`config.mk`:
```
export PLATFORM = sky130hd
export DESIGN_NAME = hbm_back
export DESIGN_NICKNAME = d
export VERILOG_FILES = /design/src/rtl/core/hbm_pkg.sv /design/src/rtl/core/hbm_back.sv
export SDC_FILE = /design/constraint.sdc
export NUM_CORES = 1
export LEC_CHECK = 0
export BUFFER_PORTS_ARGS = -buffer_cell sky130_fd_sc_hd__buf_4
export CELL_PAD_IN_SITES_DETAIL_PLACEMENT = 1
export CELL_PAD_IN_SITES_GLOBAL_PLACEMENT = 2
export CORE_MARGIN = 1.5
export CORE_UTILIZATION = 25
export CTS_CLUSTER_SIZE = 24
export DETAILED_ROUTE_END_ITERATION = 8
export HOLD_SLACK_MARGIN = 0.06
export MAX_ROUTING_LAYER = met4
export PLACE_DENSITY_LB_ADDON = 0.1
export SYNTH_ARGS = -nofsm -noshare
export SYNTH_HDL_FRONTEND = slang
export SYNTH_SLANG_ARGS = --single-unit
```
`constraint.sdc`:
```
create_clock -name clock -period 9.8 [get_ports clock]
set_input_delay 1.96 -clock clock [delete_from_list [all_inputs] [get_ports clock]]
set_output_delay 1.96 -clock clock [all_outputs]
set_load 0.02 [all_outputs]
```
`src/rtl/core/hbm_pkg.sv`:
```
// Shared types, constants and helpers for the Hamming best-match block.
// No dependencies; imported by every module under rtl/core.
package hbm_pkg;

   localparam int unsigned DESC_WORDS     = 4;
   localparam int unsigned DESC_WORD_BITS = 64;
   localparam int unsigned WORD_POP_BITS  = 7;   // popcount of one 64-bit word, 0..64
   localparam int unsigned DIST_BITS      = 9;   // distance 0..256
   localparam int unsigned IDX_FIELD_BITS = 16;
   localparam int unsigned CSR_INDEX_BITS = 3;
   localparam int unsigned CSR_DATA_BITS  = 64;

   localparam logic [DIST_BITS-1:0] DIST_NONE     = 9'd256;
   localparam logic [DIST_BITS-1:0] MAX_DIST_INIT = 9'd50;
   localparam logic [DIST_BITS-1:0] RATIO_INIT    = 9'd230;

   typedef enum logic [CSR_INDEX_BITS-1:0] {
      CSR_QUERY_WORD0  = 3'd0,
      CSR_QUERY_WORD1  = 3'd1,
      CSR_QUERY_WORD2  = 3'd2,
      CSR_QUERY_WORD3  = 3'd3,
      CSR_MAX_DISTANCE = 3'd4,
      CSR_RATIO_Q8     = 3'd5
   } csr_index_type;

   typedef logic [DESC_WORDS-1:0][DESC_WORD_BITS-1:0] query_type;

   typedef struct packed {
      logic [DESC_WORD_BITS-1:0] cand_word0;
      logic [DESC_WORD_BITS-1:0] cand_word1;
      logic [DESC_WORD_BITS-1:0] cand_word2;
      logic [DESC_WORD_BITS-1:0] cand_word3;
      logic [IDX_FIELD_BITS-1:0] cand_index;
      logic                      last_cand;
   } req_type;

   typedef struct packed {
      logic [IDX_FIELD_BITS-1:0] best_index;
      logic [DIST_BITS-1:0]      nearest_dist;
      logic [DIST_BITS-1:0]      second_dist;
      logic                      found;
      logic                      accepted;
   } rsp_type;

   typedef struct packed {
      logic [DIST_BITS-1:0] max_distance;
      logic [DIST_BITS-1:0] ratio_q8;
   } limits_type;

   // queue handshake between front and back
   typedef struct packed {
      logic push;
      logic pop;
   } q_ctrl_type;

   typedef struct packed {
      logic full;
      logic empty;
   } q_stat_type;

   // SWAR popcount; byte sums folded with adds instead of the multiply
   function automatic logic [WORD_POP_BITS-1:0] pop64(input logic [DESC_WORD_BITS-1:0] v);
      logic [DESC_WORD_BITS-1:0] a;
      logic [DESC_WORD_BITS-1:0] b;
      logic [DESC_WORD_BITS-1:0] c;
      logic [WORD_POP_BITS-1:0]  s;
      a = v - ((v >> 1) & 64'h5555_5555_5555_5555);
      b = (a & 64'h3333_3333_3333_3333) + ((a >> 2) & 64'h3333_3333_3333_3333);
      c = (b + (b >> 4)) & 64'h0F0F_0F0F_0F0F_0F0F;
      s = '0;
      for (int i = 0; i < 8; i++) begin
         s = s + WORD_POP_BITS'(c[8*i +: 8]);
      end
      return s;
   endfunction

endpackage

```
`src/rtl/core/hbm_back.sv`:
```
// Back end: running best/second-best search, ratio test and result register.
// Depends on hbm_pkg; pops distance words from hbm_queue.
module hbm_back
   import hbm_pkg::*;
#(
   parameter int unsigned KEEP_BITS = 16
) (
   input  logic                          clock,
   input  logic                          reset,
   input  limits_type                    limits,
   input  q_stat_type                    q_stat,
   output logic                          q_pop,
   input  logic [KEEP_BITS+DIST_BITS:0]  q_rdata,
   output logic                          rsp_valid,
   input  logic                          rsp_ready,
   output rsp_type                       rsp_data
);

   localparam int unsigned PROD_BITS = 2 * DIST_BITS;

   logic [DIST_BITS-1:0] best_ff, best_in;
   logic [DIST_BITS-1:0] second_ff, second_in;
   logic [KEEP_BITS-1:0] idx_ff, idx_in;
   logic                 found_ff, found_in;
   logic                 rsp_valid_ff, rsp_valid_in;
   rsp_type              rsp_ff, rsp_in;

   logic                 w_last;
   logic [DIST_BITS-1:0] w_dist;
   logic [KEEP_BITS-1:0] w_idx;
   logic [DIST_BITS-1:0] nb, ns;
   logic [KEEP_BITS-1:0] ni;
   logic                 nf;
   logic [PROD_BITS-1:0] best_scaled;
   logic [PROD_BITS-1:0] ratio_prod;
   logic                 slot_free;

   assign {w_last, w_dist, w_idx} = q_rdata;
   assign slot_free = ~rsp_valid_ff | rsp_ready;
   // a last word needs the result slot; others never wait on the receiver
   assign q_pop     = ~q_stat.empty & (~w_last | slot_free);

   always_comb begin
      nb = best_ff;
      ns = second_ff;
      ni = idx_ff;
      nf = found_ff;
      if (w_dist < best_ff) begin
         ns = best_ff;
         nb = w_dist;
         ni = w_idx;
         nf = 1'b1;
      end else if (w_dist < second_ff) begin
         ns = w_dist;
      end

      best_scaled = {1'b0, nb, 8'd0};
      ratio_prod  = {{DIST_BITS{1'b0}}, limits.ratio_q8} * {{DIST_BITS{1'b0}}, ns};

      rsp_in.best_index   = IDX_FIELD_BITS'(ni);
      rsp_in.nearest_dist = nb;
      rsp_in.second_dist  = ns;
      rsp_in.found        = nf;
      rsp_in.accepted     = nf & (nb <= limits.max_distance) & ~(best_scaled > ratio_prod);

      best_in      = best_ff;
      second_in    = second_ff;
      idx_in       = idx_ff;
      found_in     = found_ff;
      rsp_valid_in = rsp_valid_ff & ~rsp_ready;
      if (q_pop) begin
         if (w_last) begin
            best_in      = DIST_NONE;
            second_in    = DIST_NONE;
            idx_in       = '0;
            found_in     = 1'b0;
            rsp_valid_in = 1'b1;
         end else begin
            best_in   = nb;
            second_in = ns;
            idx_in    = ni;
            found_in  = nf;
         end
      end
   end

   always_ff @(posedge clock) begin
      if (reset) begin
         best_ff      <= DIST_NONE;
         second_ff    <= DIST_NONE;
         idx_ff       <= '0;
         found_ff     <= 1'b0;
         rsp_valid_ff <= 1'b0;
      end else begin
         best_ff      <= best_in;
         second_ff    <= second_in;
         idx_ff       <= idx_in;
         found_ff     <= found_in;
         rsp_valid_ff <= rsp_valid_in;
      end
   end

   always_ff @(posedge clock) begin
      if (q_pop && w_last) begin
         rsp_ff <= rsp_in;
      end
   end

   assign rsp_valid = rsp_valid_ff;
   assign rsp_data  = rsp_ff;

   a_last_gives_result: assert property (@(posedge clock) disable iff (reset)
      q_pop && w_last |=> rsp_valid_ff)
      else $error("last word popped but no result raised");

   a_search_restarts: assert property (@(posedge clock) disable iff (reset)
      q_pop && w_last |=> best_ff == DIST_NONE && second_ff == DIST_NONE && !found_ff)
      else $error("running search not cleared after last word");

   a_order_kept: assert property (@(posedge clock) disable iff (reset)
      second_ff >= best_ff)
      else $error("second-best distance below best");

   a_found_tracks_best: assert property (@(posedge clock) disable iff (reset)
      found_ff == (best_ff != DIST_NONE))
      else $error("found flag out of step with best distance");

   a_no_overwrite: assert property (@(posedge clock) disable iff (reset)
      rsp_valid_ff && !rsp_ready |=> $stable(rsp_ff))
      else $error("pending result overwritten");

endmodule

```
==> results.txt, run 1 <==
----------------------------------------------------
[Global routing]
  Global route overflow ... 0
  Vias in the first global route ... 5392
  GRT Util Overall ... 14.67%
  First-pass GRT wire length ... 28890 um
  Largest net degree at the start of global routing ... 39
  Number of antenna violations at the first check in global routing ... 0

[Placed design]
  Count of port buffers added during placement ... 85
  DPL Wire Length ... 13900 um
  Routability congestion estimate ... 0.7522
  Inst Count DP ... 1061

[Die]
  Count of standard-cell rows ... 57
  DIE AREA ... 0.02605 mm2
  Initial Utilization ... 25.64%
  I/O pins ... 87
  Area of the core ... 0.02446 mm2
  Die Width ... 161.4 um
  Vert. Die Dim ... 161.4 um

[Route]
  DR pass1 iterations ... 4
  Routed via count ... 4847
  Number of DRC violations after detailed-routing iteration 0 ... 136
  Total wire length ... 17700 um
  Via density ... 4.496
  DRC errors left ... 0
  Wire length per cell ... 16.41 um
  Number of nets with antenna violations after routing ... 0

[Critical path]
  Type of element capturing the critical path ... flop
  Crit path arrival time ... 9150 ps
  Critical path buffer and inverter count ... 3
  Data required, critical path ... 9890 ps
  Worst path most repeated cell ... fa_1
  Cell at the slowest stage of the critical path ... o31ai_4
  Sort of element at the start of the critical path ... input pin
  Kind of cell adding the most delay to the critical path ... adder cells
  Largest stage delay on the critical path ... 670 ps
  Top fanout value on the critical path ... 9
  Type of the worst setup path ... in2reg

[Clocking]
  Clock tree from TritonCTS ... built
  Clock network latency to the later pin of the worst-skew pair ... 340 ps
  # clock sinks ... 72
  Clock root buffer ... clkbuf_16
  Number of H-tree levels ... 3
  Maximum clock insertion buffer count ... 2
  Clock-pin transition on the worst setup and hold timing paths ... 60 ps
  Post-CTS Hold Fix Bufs ... 0
  Post-CTS resize count ... 0
  CTS buffer count ... 9
  Buffers inserted by post-CTS timing repair ... 0

[Worst hold path]
  Worst hold path class ... reg2reg

[Timing]
  Maximum operating frequency ... 0.1103 GHz
  Count of endpoints failing hold in the final timing report ... 0
  Max Slew Vio Count ... 0
  Setup violations, final ... 0
  Relative slew slack ... 35.56%
  Worst clock skew ... 9.286 ps
  Transition at the pin with the smallest max-transition slack ... 966.6 ps
  Post-route minimum period ... 9064 ps
  Unrepaired setup endpoints after global routing ... no
  Period utilization ... 92.49%

[Synthesis]
  Prevailing post-synth register cell ... edfxtp_1
  Synth async-reset ratio ... 0%
  Largest area contributor in the netlist ... edfxtp_1
  Fraction of synthesized cell area taken by the top area cell type ... 17.24%
  Cells after Synth ... 647
  Number of library cell types mapped by synthesis ... 48
  FF+latch count, synth ... 72
  Number of warnings issued by yosys ... 0
  Synthesized cell area ... 0.006272 mm2
  Post-synthesis average cell area ... 9.694 um2
  Dominant cells by area after synthesis ... edfxtp_1 (17%), fa_1 (16%), ha_1 (14%), dfxtp_1 (11%), inv_1 (6.5%)
  Post-Synthesis Net Count ... 818
  Fraction of the yosys area taken by sequential cells ... 28.73%
  Number of synthesized flops with an enable pin ... 36

[Job]
  Max Cap Violations ... 0

[Power]
  Comb pwr share ... 48.1%
  Power per standard cell area ... 171.4 mW/mm2
  Sequential group share of total power ... 25.7%
  Internal power consumption ... 846.7 uW
  Power after layout ... 1336 uW
  Switching Share ... 36.64%
  Clock share of power ... 26.1%
  Total leakage power ... 0.003611 uW
  Worst vdd rail ir drop ... 0.00006561 V
  Switching power ... 489.7 uW

[Cells and area]
  Fill cell instance count of the final layout ... 2822
  Net count reported at finish ... 919
  Non-filler instance count after layout ... 1078
  Synthesis-to-layout area growth ... 24.30%
  Fraction of final layout cells with drive strength greater than 1 ... 22.44%

[Status]
  Outcome ... complete, no violations

----------------------------------------------------
-- worst paths after layout --
check / depth (start not counted) / slack, ps / from / end
worst max register to register: 27 / 2030 / second_ff[4] / rsp_data[0]
worst min register to register: 2 / 510 / idx_ff[2] / idx_ff[2]
worst min-delay path: 2 / 510 / idx_ff[2] / idx_ff[2]
worst max-delay path: 27 / 740 / q_rdata[19] / rsp_data[0]
-- synthesized netlist by cell type (3+ instances only) --
library cell	number
a21o_1	6
a21oi_1	20
a22oi_1	30
and2_1	46
buf_1	4
buf_2	4
clkbuf_1	18
dfxtp_1	36
edfxtp_1	36
fa_1	50
ha_1	72
inv_1	108
mux2_2	25
mux2i_1	17
nand2_1	45
nand2b_1	6
nand4_1	4
nor2_1	47
nor2b_1	8
nor3_1	4
o21a_1	6
o21ai_0	11
o22ai_1	3
or3_1	3
xor2_1	11
-- state kept, by name, summed over array words and instances (netlist names) --
register / count
second_ff: 9
rsp_data: 36
idx_ff: 16
rsp_valid: 1
found_ff: 1
best_ff: 9
-- logic make-up (layout without fill, tap and decap cells) --
group | Yosys count | after routing | share of synthesized area (%)
AOI/OAI and AO/OA | 93 | 93 | 10.01
xor gates and xnor gates | 12 | 12 | 1.676
adders and majority gates | 122 | 122 | 30.32
buffers and inverters | 135 | 241 | 8.278
DFF | 72 | 72 | 28.73
muxes | 44 | 44 | 7.680
other | 0 | 1 | 0
and+or+nand+nor | 169 | 169 | 13.31
-- cell type report --
class                   count  area, um2  area share (%)
diodes                      1      2.502         0.03210
clock buffers              10      250.2           3.210
clock inverters             6      72.57          0.9308
inverters                 108      405.4           5.200
multi-input cells         440       3980           51.05
flip-flops and latches     72       1802           23.11
well taps                 324      405.4           5.200
repair buffers            117      878.3           11.27
-- power by group through the flow --
stage,clock network (uW),registers (uW),logic (uW)
after floorplan,0,361,415
after CTS,361,344,662
after global placement,0,350,646
after global routing,370,346,742
after detailed placement,0,351,657
final,349,344,643
-- layout by cell type (no fill, tap or decap), types with 4 or more instances in the layout --
cell type	count
nor3_1	4
nor2b_1	8
ha_1	72
clkbuf_16	10
and2_1	45
a21oi_1	20
edfxtp_1	36
o21a_1	6
a22oi_1	30
mux2i_1	17
inv_1	108
xor2_1	11
buf_4	117
o21ai_0	11
fa_1	50
nand4_1	4
nand2b_1	6
nor2_1	46
a21o_1	6
dfxtp_1	36
nand2_1	45
mux2_2	25
-- metrics by stage --
stage	setup slack (ps)	setup TNS [ps]	hold WS, ps	util [%]	area [um2]
3_5_place_dp	-63.86	-63.86	495.6	30.50	7462
2_1_floorplan	1283	0	463.5	-	6272
3_3_place_gp	-53.35	-53.35	482.5	30.50	7462
4_1_cts	243.3	0	510.8	31.82	7785
5_1_grt	156.2	0	525.4	31.86	7794
6_report	735.9	0	505.8	31.87	7796
-- worst min-delay path, cell delays in order, from the launching register on --
cell and delay (ps):
dfxtp_1 320, a22oi_1 80, nor2_1 70
-- metal layers --
metal	track usage, %	share of wire [%]	wire length (um)
met2	25.44	49	8757
met3	1.618	2.5	448
met4	3.830	1.3	225
met1	18.09	47	8264
met5	-	0	0
Power figures use the tool's default switching activity.
==> run 2, diff against run 1 <==
==> constraint.sdc (replaced) <==
create_clock -name clock -period 9.8 [get_ports clock]
set_input_delay 0.49 -clock clock [delete_from_list [all_inputs] [get_ports clock]]
set_output_delay 0.49 -clock clock [all_outputs]
set_load 0.02 [all_outputs]
==> results.txt, run 2 (synthesis results as in run 1) <==
----------------------------------------------------
[Cells and area]
  Fill cell instance count of the final layout ... 2821 (was 2822)
  Highest-count cells in the layout ignoring fill and taps ... inv_1 (108), buf_4 (96), ha_1 (72), fa_1 (50), nor2_1 (46) (was buf_4 (117), inv_1 (108), ha_1 (72), fa_1 (50), nor2_1 (46))
  Synthesis-to-layout area growth ... 21.46% (was 24.30%)
  Max FFs per register ... 36 (unchanged)
  Fraction of final layout cells with drive strength greater than 1 ... 20.36% (was 22.44%)
  Multi-input gate area in the final layout ... 0.003980 mm2 (unchanged)
  Net count reported at finish ... 898 (was 919)
  Most common cell after layout, fill and taps aside ... inv_1 (was buf_4)
  Utilization after layout ... 31.14% (was 31.87%)
  Reg area ... 0.001802 mm2 (unchanged)

[Die]
  Die Width ... 161.4 um (unchanged)
  Count of standard-cell rows ... 57 (unchanged)
  Initial Utilization ... 25.64% (unchanged)
  Vert. Die Dim ... 161.4 um (unchanged)
  I/O pins ... 87 (unchanged)
  DIE AREA ... 0.02605 mm2 (unchanged)
  Area of the core ... 0.02446 mm2 (unchanged)

[Power]
  Power per standard cell area ... 166.0 mW/mm2 (was 171.4 mW/mm2)
  Worst vdd rail ir drop ... 0.00006271 V (was 0.00006561 V)
  Total leakage power ... 0.003492 uW (was 0.003611 uW)

[Placed design]
  DPL Wire Length ... 13470 um (was 13900 um)
  Count of port buffers added during placement ... 85 (unchanged)
  Routability congestion estimate ... 0.7323 (was 0.7522)
  Dpl ws ... 1611 ps (was -63.86 ps)

[Clocking]
  Clock tree from TritonCTS ... built (unchanged)
  Post-CTS resize count ... 0 (unchanged)
  CTS buffer count ... 9 (unchanged)
  Post-CTS Hold Fix Bufs ... 0 (unchanged)
  Buffers inserted by post-CTS timing repair ... 0 (unchanged)
  Maximum clock insertion buffer count ... 2 (unchanged)
  # clock sinks ... 72 (unchanged)
  Clock root buffer ... clkbuf_16 (unchanged)
  Clock network latency to the later pin of the worst-skew pair ... 340 ps (about the same)
  Number of H-tree levels ... 3 (unchanged)
  Clock-pin transition on the worst setup and hold timing paths ... 60 ps (about the same)

[Route]
  Number of DRC violations after detailed-routing iteration 0 ... 142 (was 136)
  DR pass1 iterations ... 4 (unchanged)
  Number of nets with antenna violations after routing ... 0 (unchanged)
  Via density ... 4.482 (was 4.496)
  Routed via count ... 4737 (was 4847)
  Wire length per cell ... 16.32 um (was 16.41 um)
  DRC errors left ... 0 (unchanged)
  Total wire length ... 17250 um (was 17700 um)

[Critical path]
  Sort of element at the start of the critical path ... flop (was input pin)
  Type of element capturing the critical path ... flop (unchanged)
  Cell at the slowest stage of the critical path ... o21ai_4 (was o31ai_4)
  Worst reg2reg path startpoint ... best_ff[2] (was second_ff[4])
  Data required, critical path ... 9880 ps (was 9890 ps)
  Cells on worst reg2reg path ... 27 (unchanged)
  Setup slack of the most critical reg-to-reg path ... 2010 ps (was 2030 ps)
  Kind of cell adding the most delay to the critical path ... adder cells (unchanged)
  Worst reg2reg endpoint ... rsp_data[0] (unchanged)
  Type of the worst setup path ... reg2reg (was in2reg)
  Worst path most repeated cell ... fa_1 (unchanged)
  Top fanout value on the critical path ... 21 (was 9)
  Largest stage delay on the critical path ... 660 ps (was 670 ps)
  Crit path arrival time ... 7870 ps (was 9150 ps)
  Critical path buffer and inverter count ... 3 (unchanged)

[Worst hold path]
  Worst hold path class ... in2reg (was reg2reg)
  Min-Delay Endpoint ... rsp_valid (was idx_ff[2])
  Critical hold path startpoint ... rsp_ready (was idx_ff[2])
  Cell depth of the worst hold path ... 4 (was 2)

[Timing]
  Worst setup slack after layout ... 2014 ps (was 735.9 ps)
  Setup violations, final ... 0 (unchanged)
  Maximum operating frequency ... 0.1284 GHz (was 0.1103 GHz)
  Unrepaired setup endpoints after global routing ... no (unchanged)
  Relative slew slack ... 35.67% (was 35.56%)
  Transition at the pin with the smallest max-transition slack ... 964.9 ps (was 966.6 ps)
  Count of endpoints failing hold in the final timing report ... 0 (unchanged)
  Total negative setup slack ... 0 ps (unchanged)
  Max Slew Vio Count ... 0 (unchanged)
  Post-route minimum period ... 7786 ps (was 9064 ps)
  Period utilization ... 79.45% (was 92.49%)
  Worst clock skew ... 9.274 ps (was 9.286 ps)

[Global routing]
  Vias in the first global route ... 5069 (was 5392)
  Number of antenna violations at the first check in global routing ... 0 (unchanged)
  Global route overflow ... 0 (unchanged)
  GRT Util Overall ... 13.99% (was 14.67%)
  Largest net degree at the start of global routing ... 39 (unchanged)
  First-pass GRT wire length ... 27510 um (was 28890 um)

[Job]
  Max Cap Violations ... 0 (unchanged)

[Status]
  Outcome ... complete, no violations (unchanged)

----------------------------------------------------
[run 2: worst min-delay path: stages]
cell	delay (ps)
buf_4	80
nor2b_1	50
nor2_1	100
nor2_1	40
[run 2: how the worst max path moves through the flow]
stage                           start           to  slack (ps)  depth (start not counted)
after CTS                  best_ff[2]  rsp_data[0]        1820                         27
after floorplan           q_rdata[17]  rsp_data[0]        2750                         28
final                      best_ff[2]  rsp_data[0]        2010                         27
after global placement    q_rdata[18]  rsp_data[0]        1590                         27
after global routing       best_ff[2]  rsp_data[0]        1350                         27
after detailed placement  q_rdata[18]  rsp_data[0]        1610                         27
[run 2: stage by stage]
step                total power, uW  cells  cell area (um2)  hold WS, ps
floorplan                     776.0    647             6272        463.5
global placement              946.2   1040             7313        481.9
detailed placement            954.9   1040             7313        484.5
CTS                            1296   1056             7616        465.4
global route                   1385   1056             7616        470.6
finish                         1265   1057             7619        469.5
[run 2: where the power goes]
part           total (uW)  switching (uW)  internal [uW]
Combinational         588             336            252
Clock                 333             134            199
Sequential            344            6.71            337
[run 2: layout make-up]
cell class / count / area share (%)
Clock buffer: 9 / 2.956
Clock inverter: 7 / 1.018
Sequential cell: 72 / 23.65
Tap cell: 324 / 5.321
Multi-Input combinational cell: 440 / 52.24
Antenna cell: 1 / 0.03285
Timing Repair Buffer: 96 / 9.460
Inverter: 108 / 5.321
[run 2: metal layers]
| layer | track usage, % | vias up | wire, um |
|---|---|---|---|
| met5 | - | - | 0 |
| met1 | 17.30 | 2338 | 7770 |
| met2 | 24.25 | 73 | 8604 |
| met3 | 1.592 | 11 | 619 |
| li1 | - | 2315 | - |
| met4 | 3.493 | 0 | 255 |
==> run 3, diff against run 2 <==
clock period = 6.5 ns   (was 9.8 ns; I/O delays follow)
==> results.txt, run 3 (synthesis results as in run 1) <==
----------------------------------------------------
[Cells and area]
  Post-layout instance area ... 0.008731 mm2 (was 0.007619 mm2)
  Non-filler instance count after layout ... 1151 (was 1057)
  Fraction of final layout cells with drive strength greater than 1 ... 37.36% (was 20.36%)
  Max FFs per register ... 36 (unchanged)
  Synthesis-to-layout area growth ... 39.20% (was 21.46%)
  Net count reported at finish ... 993 (was 898)
  Most common cell after layout, fill and taps aside ... buf_4 (was inv_1)
  Highest-count cells in the layout ignoring fill and taps ... buf_4 (185), inv_1 (97), ha_1 (61), fa_1 (47), nor2_1 (46) (was inv_1 (108), buf_4 (96), ha_1 (72), fa_1 (50), nor2_1 (46))
  Number of antenna diodes ... 0 (was 1)

[Timing]
  Max Slew Vio Count ... 0 (unchanged)
  Period utilization ... 109.2% (was 79.45%)
  Relative slew slack ... 31.16% (was 35.67%)
  Total negative setup slack ... -601.1 ps (was 0 ps)
  Transition at the pin with the smallest max-transition slack ... 1033 ps (was 964.9 ps)
  Unrepaired setup endpoints after global routing ... yes (was no)
  Worst setup slack after layout ... -601.1 ps (was 2014 ps)
  Post-route minimum period ... 7101 ps (was 7786 ps)
  Maximum operating frequency ... 0.1408 GHz (was 0.1284 GHz)
  Worst clock skew ... 7.612 ps (was 9.274 ps)
  Setup violations, final ... 1 (was 0)
  Count of endpoints failing hold in the final timing report ... 0 (unchanged)

[Die]
  DIE AREA ... 0.02605 mm2 (unchanged)
  I/O pins ... 87 (unchanged)
  Initial Utilization ... 25.64% (unchanged)
  Count of standard-cell rows ... 57 (unchanged)
  Vert. Die Dim ... 161.4 um (unchanged)
  Die Width ... 161.4 um (unchanged)
  Area of the core ... 0.02446 mm2 (unchanged)

[Power]
  Switching Share ... 37.47% (was 37.65%)
  Sequential group share of total power ... 22.3% (was 27.2%)
  Power per standard cell area ... 265.7 mW/mm2 (was 166.0 mW/mm2)
  Comb pwr share ... 53.6% (was 46.5%)
  Internal power consumption ... 1450 uW (was 788.5 uW)
  Switching power ... 869.2 uW (was 476.2 uW)
  Clock share of power ... 24.1% (was 26.3%)
  Total leakage power ... 0.004011 uW (was 0.003492 uW)
  Worst vdd rail ir drop ... 0.0001274 V (was 0.00006271 V)

[Clocking]
  Clock tree from TritonCTS ... built (unchanged)
  Number of H-tree levels ... 3 (unchanged)
  Post-CTS Hold Fix Bufs ... 0 (unchanged)
  Clock network latency to the later pin of the worst-skew pair ... 340 ps (about the same)
  Clock-pin transition on the worst setup and hold timing paths ... 70 ps (was 60 ps)
  Maximum clock insertion buffer count ... 2 (unchanged)
  # clock sinks ... 72 (unchanged)
  CTS buffer count ... 9 (unchanged)
  Clock root buffer ... clkbuf_16 (unchanged)

[Worst hold path]
  Worst hold path class ... in2reg (unchanged)

[Placed design]
  Count of port buffers added during placement ... 85 (unchanged)
  Placed Area ... 0.008015 mm2 (was 0.007313 mm2)
  DPL Wire Length ... 15930 um (was 13470 um)
  Inst Count DP ... 1118 (was 1040)
  Dpl ws ... -1436 ps (was 1611 ps)
  Routability congestion estimate ... 0.7905 (was 0.7323)

[Route]
  Routed via count ... 5195 (was 4737)
  DR pass1 iterations ... 4 (unchanged)
  DRC errors left ... 0 (unchanged)
  Total wire length ... 20090 um (was 17250 um)
  Number of DRC violations after detailed-routing iteration 0 ... 144 (was 142)
  Via density ... 4.513 (was 4.482)
  Number of nets with antenna violations after routing ... 0 (unchanged)
  Wire length per cell ... 17.45 um (was 16.32 um)

[Critical path]
  Type of element capturing the critical path ... flop (unchanged)
  Kind of cell adding the most delay to the critical path ... adder cells (unchanged)
  Critical path buffer and inverter count ... 7 (was 3)
  Cell at the slowest stage of the critical path ... or4_4 (was o21ai_4)
  Data required, critical path ... 6710 ps (was 9880 ps)
  Sort of element at the start of the critical path ... flop (unchanged)
  Top fanout value on the critical path ... 5 (was 21)
  Largest stage delay on the critical path ... 540 ps (was 660 ps)
  Type of the worst setup path ... reg2reg (unchanged)
  Crit path arrival time ... 7310 ps (was 7870 ps)

[Global routing]
  Met3 track demand over resource ... 1.875% (was 1.592%)
  Met1 capacity usage during global routing ... 20.28% (was 17.30%)
  Largest net degree at the start of global routing ... 39 (unchanged)
  Vias in the first global route ... 5900 (was 5069)
  Busiest layer in global routing ... met2 (unchanged)
  Met2 track utilization from global routing ... 30.12% (was 24.25%)
  Number of antenna violations at the first check in global routing ... 0 (unchanged)
  GRT Util Overall ... 16.82% (was 13.99%)
  Global route overflow ... 0 (unchanged)
  First-pass GRT wire length ... 32440 um (was 27510 um)

[Job]
  Max Cap Violations ... 0 (unchanged)

[Status]
  Failing checks ... negative setup slack
  Outcome ... finished with violations (was complete, no violations)

----------------------------------------------------
## run 3: cell types whose count changed in the layout (fill, tap and decap cells not counted), moves of 7 or more
cell | previous run | this run
buf_4 | 96 | 185
ha_1 | 72 | 61
inv_1 | 108 | 97
inv_2 | 0 | 11
ha_4 | 0 | 8
nand2_1 | 45 | 37
mux2i_1 | 16 | 9
nand2_2 | 0 | 7
## run 3: final cells by class
type	instances	area, um2
sequential	72	1808
inverter	108	405.4
timing repair buffer	191	1490
tap	324	405.4
clock buffer	9	225.2
clock inverter	7	102.6
multi-input combinational	440	4294
fill	2766	15730
## run 3: metal layers
layer	vias to the layer above	routed length, um
met4	0	170
met2	64	10400
met5	-	0
met3	9	382
li1	2499	-
met1	2623	9133
## run 3: power groups by stage
stage          clock network [uW]  logic [uW]  registers (uW)
3_5_place_dp                    0        1160             528
2_1_floorplan                   0         704             544
5_1_grt                       592        1400             521
3_3_place_gp                    0        1160             527
6_report                      559        1240             518
4_1_cts                       579        1250             518
## run 3: stage by stage
stage	util, %	hold slack (ps)	power [uW]
6_report	35.69	290.5	2320
5_1_grt	35.69	298.2	2511
4_1_cts	35.39	277.7	2347
3_5_place_dp	32.77	489.6	1690
3_3_place_gp	32.77	482.8	1682
2_1_floorplan	-	463.5	1248
## run 3: path summary, 6_finish.rpt
check               startpoint     endpoint  slack, ps  depth (start not counted)
hold reg to reg       found_ff     found_ff        500                          2
setup / recovery  second_ff[4]  rsp_data[0]       -600                         32
setup reg to reg  second_ff[4]  rsp_data[0]       -600                         32
hold / removal       rsp_ready    rsp_valid        290                          4
## run 3: tightest hold or removal path: stages
cell	delay, ps
buf_4	80
nor2b_1	40
nor2_1	90
nor2_1	50
## run 3: what timing repair did
| item | 4_1_cts | 5_1_grt |
|---|---|---|
| pin swaps | 31 | 29 |
| hold endpoints to repair | 0 | 0 |
| cloned | 1 | 0 |
| buffers inserted | 13 | 3 |
| endpoints found under the setup margin | 1 | 1 |
| resized for setup | 42 | 21 |
